<file path="config.mk">
export PLATFORM = sky130hd
export DESIGN_NAME = frustum_cull_tester
export DESIGN_NICKNAME = d
export VERILOG_FILES = /design/src/rtl/fct_pkg.sv /design/src/rtl/fct_plane_regs.sv /design/src/rtl/fct_mac.sv /design/src/rtl/frustum_cull_tester.sv
export SDC_FILE = /design/constraint.sdc
export NUM_CORES = 2
export LEC_CHECK = 0
export BUFFER_PORTS_ARGS = -buffer_cell sky130_fd_sc_hd__buf_2
export CAP_MARGIN = 30
export CORE_UTILIZATION = 66
export DETAILED_ROUTE_END_ITERATION = 7
export HOLD_SLACK_MARGIN = 0.05
export PLACE_DENSITY = 0.9
export SYNTH_ARGS = -nofsm -noshare
export SYNTH_HDL_FRONTEND = slang
export SYNTH_HIERARCHICAL = 1
export SYNTH_SLANG_ARGS = --single-unit
</file>
<file path="constraint.sdc">
create_clock -name clk -period 50.6 [get_ports clk]
set_input_delay 10.12 -clock clk [delete_from_list [all_inputs] [get_ports clk]]
set_output_delay 10.12 -clock clk [all_outputs]
set_load 0.02 [all_outputs]
</file>
<file path="src/rtl/fct_pkg.sv">
package fct_pkg;

  localparam int COORD_W      = 32;
  localparam int NORM_W       = 16;
  localparam int IDX_W        = 3;
  localparam int PROD_W       = NORM_W + COORD_W;
  localparam int ACC_W        = 50;
  localparam int OFFSET_SHIFT = 15;

  typedef enum logic [1:0] {
    REQ_WRITE  = 2'd0,
    REQ_POINT  = 2'd1,
    REQ_SPHERE = 2'd2,
    REQ_BOX    = 2'd3
  } req_t;

  typedef enum logic [2:0] {
    ST_IDLE,
    ST_MUL_X,
    ST_MUL_Y,
    ST_MUL_Z,
    ST_ADD_Z,
    ST_CHECK
  } state_t;

  typedef enum logic [1:0] {
    AX_X,
    AX_Y,
    AX_Z
  } axis_t;

  typedef struct packed {
    logic signed [NORM_W-1:0]  nx;
    logic signed [NORM_W-1:0]  ny;
    logic signed [NORM_W-1:0]  nz;
    logic signed [COORD_W-1:0] d;
  } plane_t;

  typedef struct packed {
    logic  init;
    logic  accum;
    axis_t axis;
  } mac_ctrl_t;

endpackage

</file>
<file path="src/rtl/fct_plane_regs.sv">
module fct_plane_regs #(
  parameter int NUM_PLANES = 6,
  parameter int PI_W       = 3
) (
  input  logic                             clk,
  input  logic                             rst,
  input  logic                             wr_en,
  input  logic [fct_pkg::IDX_W-1:0]        wr_idx,
  input  logic signed [fct_pkg::COORD_W-1:0] wr_ax,
  input  logic signed [fct_pkg::COORD_W-1:0] wr_ay,
  input  logic signed [fct_pkg::COORD_W-1:0] wr_az,
  input  logic signed [fct_pkg::COORD_W-1:0] wr_d,
  input  logic [PI_W-1:0]                  rd_idx,
  output fct_pkg::plane_t                  rd_plane
);
  import fct_pkg::*;

  plane_t planes [NUM_PLANES];
  logic   wr_hit;

  // drop writes beyond the last plane
  assign wr_hit = wr_en && ({1'b0, wr_idx} < (IDX_W + 1)'(NUM_PLANES));

  // hold planes, replace one on a write beat
  always_ff @(posedge clk) begin
    if (rst) begin
      for (int i = 0; i < NUM_PLANES; i++) begin
        planes[i] <= '0;
      end
    end else if (wr_hit) begin
      planes[wr_idx[PI_W-1:0]] <= '{nx: wr_ax[NORM_W-1:0], ny: wr_ay[NORM_W-1:0],
                                    nz: wr_az[NORM_W-1:0], d: wr_d};
    end
  end

  assign rd_plane = planes[rd_idx];

endmodule

</file>
<file path="src/rtl/fct_mac.sv">
module fct_mac (
  input  logic                               clk,
  input  fct_pkg::mac_ctrl_t                 ctrl,
  input  fct_pkg::plane_t                    plane,
  input  logic signed [fct_pkg::COORD_W-1:0] pa_x,
  input  logic signed [fct_pkg::COORD_W-1:0] pa_y,
  input  logic signed [fct_pkg::COORD_W-1:0] pa_z,
  input  logic signed [fct_pkg::COORD_W-1:0] pb_x,
  input  logic signed [fct_pkg::COORD_W-1:0] pb_y,
  input  logic signed [fct_pkg::COORD_W-1:0] pb_z,
  input  logic [2:0]                         b_gt_a,
  input  logic                               is_box,
  input  logic signed [fct_pkg::ACC_W-1:0]   thr,
  output logic                               reject
);
  import fct_pkg::*;

  logic signed [NORM_W-1:0]  mul_n;
  logic signed [COORD_W-1:0] mul_a;
  logic signed [COORD_W-1:0] mul_b;
  logic                      mul_gt;
  logic                      sel_b;
  logic signed [COORD_W-1:0] mul_c;
  logic signed [PROD_W-1:0]  prod_next;
  logic signed [PROD_W-1:0]  prod;
  logic signed [ACC_W-1:0]   acc;

  // pick normal component and coordinate for this axis
  always_comb begin
    case (ctrl.axis)
      AX_X: begin
        mul_n  = plane.nx;
        mul_a  = pa_x;
        mul_b  = pb_x;
        mul_gt = b_gt_a[0];
      end
      AX_Y: begin
        mul_n  = plane.ny;
        mul_a  = pa_y;
        mul_b  = pb_y;
        mul_gt = b_gt_a[1];
      end
      AX_Z: begin
        mul_n  = plane.nz;
        mul_a  = pa_z;
        mul_b  = pb_z;
        mul_gt = b_gt_a[2];
      end
      default: begin
        mul_n  = '0;
        mul_a  = pa_x;
        mul_b  = pb_x;
        mul_gt = 1'b0;
      end
    endcase
    // for a box take the corner farthest along the normal
    sel_b     = is_box && (mul_n[NORM_W-1] ? !mul_gt : mul_gt);
    mul_c     = sel_b ? mul_b : mul_a;
    prod_next = mul_n * mul_c;
  end

  // register product, then accumulate on the following cycle
  always_ff @(posedge clk) begin
    prod <= prod_next;
    if (ctrl.init) begin
      acc <= {{(ACC_W - COORD_W - OFFSET_SHIFT){plane.d[COORD_W-1]}}, plane.d,
              {OFFSET_SHIFT{1'b0}}};
    end else if (ctrl.accum) begin
      acc <= acc + {{(ACC_W - PROD_W){prod[PROD_W-1]}}, prod};
    end
  end

  assign reject = (acc <= thr);

endmodule

</file>
<file path="src/rtl/frustum_cull_tester.sv">
// Each plane visited takes the MUL_X, MUL_Y, MUL_Z, ADD_Z and CHECK states; a kept object
// visits all NUM_PLANES planes, a rejected one stops at the rejecting plane.
// Tests do not overlap: in_ready is high only in ST_IDLE, and the single shared 16x32
// multiplier does three products per plane; a plane write is taken in ST_IDLE and stays there.
// Reset (rst, synchronous) clears all planes to zero and empties the result.
module frustum_cull_tester #(
  parameter int NUM_PLANES = 6
) (
  input  logic                               clk,
  input  logic                               rst,
  input  logic                               in_valid,
  output logic                               in_ready,
  input  logic [1:0]                         req_type,
  input  logic [fct_pkg::IDX_W-1:0]          plane_index,
  input  logic signed [fct_pkg::COORD_W-1:0] a_x,
  input  logic signed [fct_pkg::COORD_W-1:0] a_y,
  input  logic signed [fct_pkg::COORD_W-1:0] a_z,
  input  logic signed [fct_pkg::COORD_W-1:0] b_x,
  input  logic signed [fct_pkg::COORD_W-1:0] b_y,
  input  logic signed [fct_pkg::COORD_W-1:0] b_z,
  input  logic signed [fct_pkg::COORD_W-1:0] scalar,
  output logic                               out_valid,
  input  logic                               out_ready,
  output logic                               in_view
);
  import fct_pkg::*;

  localparam int PI_W = (NUM_PLANES > 1) ? $clog2(NUM_PLANES) : 1;

  state_t                    state, state_next;
  logic [PI_W-1:0]           plane_cnt, plane_cnt_next;
  logic                      out_valid_next;
  logic                      in_view_next;
  logic                      accept;
  logic                      load;
  req_t                      req;
  mac_ctrl_t                 ctrl;
  plane_t                    plane;
  logic                      reject;
  logic                      last_plane;
  logic                      out_free;

  logic signed [COORD_W-1:0] pa_x, pa_y, pa_z, pb_x, pb_y, pb_z;
  logic [2:0]                b_gt_a;
  logic                      is_box;
  logic signed [ACC_W-1:0]   thr;
  logic signed [ACC_W-1:0]   thr_next;
  logic signed [ACC_W-1:0]   s_ext;

  assign req      = req_t'(req_type);
  assign in_ready = (state == ST_IDLE);
  assign accept   = in_valid && in_ready;
  assign load     = accept && (req != REQ_WRITE);

  fct_plane_regs #(
    .NUM_PLANES (NUM_PLANES),
    .PI_W       (PI_W)
  ) u_planes (
    .clk      (clk),
    .rst      (rst),
    .wr_en    (accept && (req == REQ_WRITE)),
    .wr_idx   (plane_index),
    .wr_ax    (a_x),
    .wr_ay    (a_y),
    .wr_az    (a_z),
    .wr_d     (scalar),
    .rd_idx   (plane_cnt),
    .rd_plane (plane)
  );

  fct_mac u_mac (
    .clk    (clk),
    .ctrl   (ctrl),
    .plane  (plane),
    .pa_x   (pa_x),
    .pa_y   (pa_y),
    .pa_z   (pa_z),
    .pb_x   (pb_x),
    .pb_y   (pb_y),
    .pb_z   (pb_z),
    .b_gt_a (b_gt_a),
    .is_box (is_box),
    .thr    (thr),
    .reject (reject)
  );

  // rejection threshold: point dist <= 0, sphere dist <= -r, box dist < 0
  always_comb begin
    s_ext = {{(ACC_W - COORD_W){scalar[COORD_W-1]}}, scalar};
    case (req)
      REQ_SPHERE: thr_next = -(s_ext <<< OFFSET_SHIFT);
      REQ_BOX:    thr_next = '1;
      default:    thr_next = '0;
    endcase
  end

  // capture the object on a test beat
  always_ff @(posedge clk) begin
    if (load) begin
      pa_x   <= a_x;
      pa_y   <= a_y;
      pa_z   <= a_z;
      pb_x   <= b_x;
      pb_y   <= b_y;
      pb_z   <= b_z;
      b_gt_a <= {b_z > a_z, b_y > a_y, b_x > a_x};
      is_box <= (req == REQ_BOX);
      thr    <= thr_next;
    end
  end

  always_ff @(posedge clk) begin
    if (rst) begin
      state     <= ST_IDLE;
      plane_cnt <= '0;
      out_valid <= 1'b0;
    end else begin
      state     <= state_next;
      plane_cnt <= plane_cnt_next;
      out_valid <= out_valid_next;
    end
  end

  always_ff @(posedge clk) begin
    in_view <= in_view_next;
  end

  assign last_plane = (plane_cnt == PI_W'(NUM_PLANES - 1));
  assign out_free   = !out_valid || out_ready;

  // sequence three products and a final add per plane, then check
  always_comb begin
    state_next     = state;
    plane_cnt_next = plane_cnt;
    out_valid_next = out_valid && !out_ready;
    in_view_next   = in_view;
    ctrl           = '{init: 1'b0, accum: 1'b0, axis: AX_X};
    case (state)
      ST_IDLE: begin
        if (load) begin
          plane_cnt_next = '0;
          state_next     = ST_MUL_X;
        end
      end
      ST_MUL_X: begin
        ctrl       = '{init: 1'b1, accum: 1'b0, axis: AX_X};
        state_next = ST_MUL_Y;
      end
      ST_MUL_Y: begin
        ctrl       = '{init: 1'b0, accum: 1'b1, axis: AX_Y};
        state_next = ST_MUL_Z;
      end
      ST_MUL_Z: begin
        ctrl       = '{init: 1'b0, accum: 1'b1, axis: AX_Z};
        state_next = ST_ADD_Z;
      end
      ST_ADD_Z: begin
        ctrl       = '{init: 1'b0, accum: 1'b1, axis: AX_X};
        state_next = ST_CHECK;
      end
      ST_CHECK: begin
        if (reject || last_plane) begin
          // hold until the result register is free
          if (out_free) begin
            out_valid_next = 1'b1;
            in_view_next   = !reject;
            state_next     = ST_IDLE;
          end
        end else begin
          plane_cnt_next = plane_cnt + 1'b1;
          state_next     = ST_MUL_X;
        end
      end
      default: begin
        state_next = ST_IDLE;
      end
    endcase
  end

endmodule

</file>
==> key figures <==
Outcome
  – Status: finished with violations
  – Failing checks: design-rule violations

Placed design
  – DP Area: between 60000 and 70000 um^2
  – PortBufs: roughly 240
  – Gpl congestion: 1.02
  – Hpwl dp: between 100 and 150 mm

GRT
  – Initial antenna violation count: 33
  – Vias in the first global route: 48300
  – First-pass GRT wire length: 287 mm
  – Largest net degree at the start of global routing: 89
  – Congestion Overflow GR: 0
  – All-Layer GR Usage: 0.390

Synthesis
  – Xor/xnor share of the synthesized area: 0.0170
  – Ys async rst share: 0
  – Post-synth EDFFs: 907
  – Syn avg cell area: 11.8 um^2
  – Commonest register cell after synthesis: edfxtp_1
  – Mapped Cells: 5470
  – Synth Area in Adders: 0.213
  – Compound-Gate Fraction of Synth Area: 0.0608
  – Post-synthesis mux area share: 0.0975
  – Largest family of logic cells by synthesized area: adder cells
  – Post-Syn Area: 64400 um^2
  – Register bit total from synthesis: approximately 980
  – Yosys cell types: 82
  – Simple-gate area share of the yosys netlist: 0.102
  – Sequential area share after synthesis: 0.445
  – Synth warnings: 6

STA
  – Final hold vios: 0
  – Worst-margin pin slew: ~1.1 ns
  – Max Fclk: 74.2 MHz
  – Setup Viol. Count Final: 0
  – Min cycle time layout: roughly 13 ns
  – TNS Setup: 0 ns
  – Unrepaired setup endpoints after global routing: false
  – Final Skew: 0.0903 ns
  – Final Max Slew Viols: 0
  – Fin crit share: 0.266
  – Slew HR: 0.236

Cells and area
  – Most frequent cells in the layout: 907 x edfxtp_1, 835 x inv_1, 695 x nor2_1, 487 x fa_1, 404 x nand2_1
  – Layout cells sized above 1: 0.142
  – Fillers: 5674
  – Commonest non-fill, non-tap cell in the layout: edfxtp_1
  – Final core occ: 0.730
  – Nets: 6816
  – Layout Area Growth over Synthesis: 9.59%
  – Finished layout cell area: 70600 um^2

Hold path
  – Hold Crit Class: reg -> reg
  – Hold Crit Depth: 2
  – Hold-critical path endpoint: u_mac/acc[10]
  – Hold Crit Start: u_mac/acc[10]

Worst setup path
  – Crit-path max FO: between 50 and 60
  – Critical R2R Capture: u_mac/prod[46]
  – Crit start category: input port
  – Critical path's slowest cell: buf_4
  – Critical path buffer and inverter count: 2
  – Setup Crit Path Kind: in -> reg
  – Register-to-Register Path Depth: 31
  – Crit Reg-Reg Startpoint: plane_cnt[0]
  – CP Data Arrival Time: 13.76 ns
  – CP required: 50.89 ns
  – Setup crit end kind: flop
  – Slowest cell delay on critical path: 0.91 ns
  – Crit-path cells: buf_2 > nor2_1 > and3_1 > nor3b_2 > nand3_4 > nand2b_4 > buf_4
  – Crit path max-delay family: simple AND/OR/NAND/NOR gates
  – Internal reg-to-reg setup slack: 37.40 ns

Route
  – Drt pass-1 iters: 8
  – Total wire length: 193 mm
  – Starting DRC count in detailed routing: 7202
  – Vias per inst: 6.65
  – Post-DRT Antenna Nets: 0
  – DRC: 112
  – Detailed-route via count: 47600
  – Drt wl/cell: between 20 and 30 um

Clock tree
  – CTS root buffer: clkbuf_16
  – TritonCTS Buffers: 95
  – Htree depth: 3
  – Clock sinks: 977
  – Worst-path clk slew: 0.06 ns
  – Post-CTS Setup Inserts: 0
  – Worst skew pair latency: roughly 0.7 ns
  – TritonCTS clock tree: built
  – Resized Gates After CTS: 0
  – CTS Hold Buffers Added: 0
  – Clk buf depth: 3

Floorplanning
  – Chip width: 314 um
  – Die Area: between 90000 and 100000 um^2
  – Initial Util: 0.666
  – Std-Cell Rows: 114
  – Die Height: 314 um
  – Core area: between 90000 and 100000 um^2
  – Top-Level Pins: 236

Run
  – Max-Cap Viols: 0
registers in the layout, summed over array words and instances (netlist names):
name / count
pb_z: 32
pb_y: 32
out_valid: 1
thr: 36
b_gt_a: 3
pb_x: 32
u_planes/planes: 640
u_mac/acc: 50
in_view: 1
pa_x: 32
pa_z: 32
plane_cnt: 3
state: 3
u_mac/prod: 48
pa_y: 32
area by class of cell:
| type | instances | area, um^2 | share of cell area |
|---|---|---|---|
| Clock buffer | 121 | 2520 | 0.0357 |
| Antenna cell | 27 | 67.6 | 0.000957 |
| Tap cell | 1276 | 1600 | 0.0226 |
| Inverter | 836 | 3140 | 0.0445 |
| Sequential cell | 977 | 28600 | 0.406 |
| Multi-Input combinational cell | 3575 | 32300 | 0.458 |
| Clock inverter | 51 | 459 | 0.00651 |
| Timing Repair Buffer | 295 | 1810 | 0.0257 |
worst min-delay path: stages, from the launching register on:
cell and delay (ns):
dfxtp_1 0.35, mux2i_1 0.08, nor2_1 0.07
cells in the mapped netlist (25+ instances only):
master,instances,area share
o21ai_0,108,0.0084
edfxtp_1,907,0.42
dfxtp_1,70,0.022
a31oi_1,25,0.0024
mux4_2,161,0.056
a21o_1,82,0.0096
o21a_1,49,0.0057
xor2_1,44,0.0060
nand3_1,121,0.0094
buf_2,38,0.0030
and2_1,31,0.0030
inv_1,835,0.049
nor2b_1,34,0.0033
mux2i_1,48,0.0075
fa_1,487,0.15
clkbuf_1,171,0.010
mux2_2,157,0.027
xnor2_1,81,0.011
nand2_1,406,0.024
a21oi_1,149,0.012
ha_1,316,0.061
nand2b_1,37,0.0036
nand4_1,58,0.0056
nor3_1,41,0.0032
a22oi_1,26,0.0030
nor2_1,701,0.041
metal layers:
layer | GRT usage | share of wire
met2 | 0.602 | 0.45
met4 | 0.255 | 0.078
met3 | 0.127 | 0.15
met1 | 0.474 | 0.32
met5 | 0.000484 | 0.00068
metrics by stage:
stage / setup slack [ns] / std cells / hold slack (ns)
5_1_grt: 36.99 / 7148 / 0.574
6_report: 37.12 / 7158 / 0.538
2_1_floorplan: 16.31 / 5629 / 0.487
4_1_cts: 37.32 / 7125 / 0.541
3_5_place_dp: 36.62 / 6953 / 0.527
3_3_place_gp: 36.84 / 6949 / 0.506
how the worst max path moves through the flow:
stage / from / end / cells past startpoint
final: req_type[1] / u_planes/planes[3][49] / 7
after global routing: plane_cnt[0] / u_mac/prod[44] / 31
after CTS: req_type[1] / u_planes/planes[3][34] / 7
after detailed placement: req_type[1] / u_planes/planes[3][46] / 7
after global placement: req_type[1] / u_planes/planes[3][46] / 7
after floorplan: req_type[1] / plane_cnt[0] / 4
kinds of logic (layout without fill, tap and decap cells):
group,count (synthesis),after routing
buffers and inverters,1077,1303
flip-flops,977,977
multiplexers,389,389
adder cells (fa/ha/maj),803,803
AND/OR/NAND/NOR,1504,1504
AO/OA/AOI/OAI,594,594
XOR/XNOR,125,125
other,1,187
Power is not shown: default switching activity piles up to over one toggle a cycle in this logic, so the estimate is an artifact.
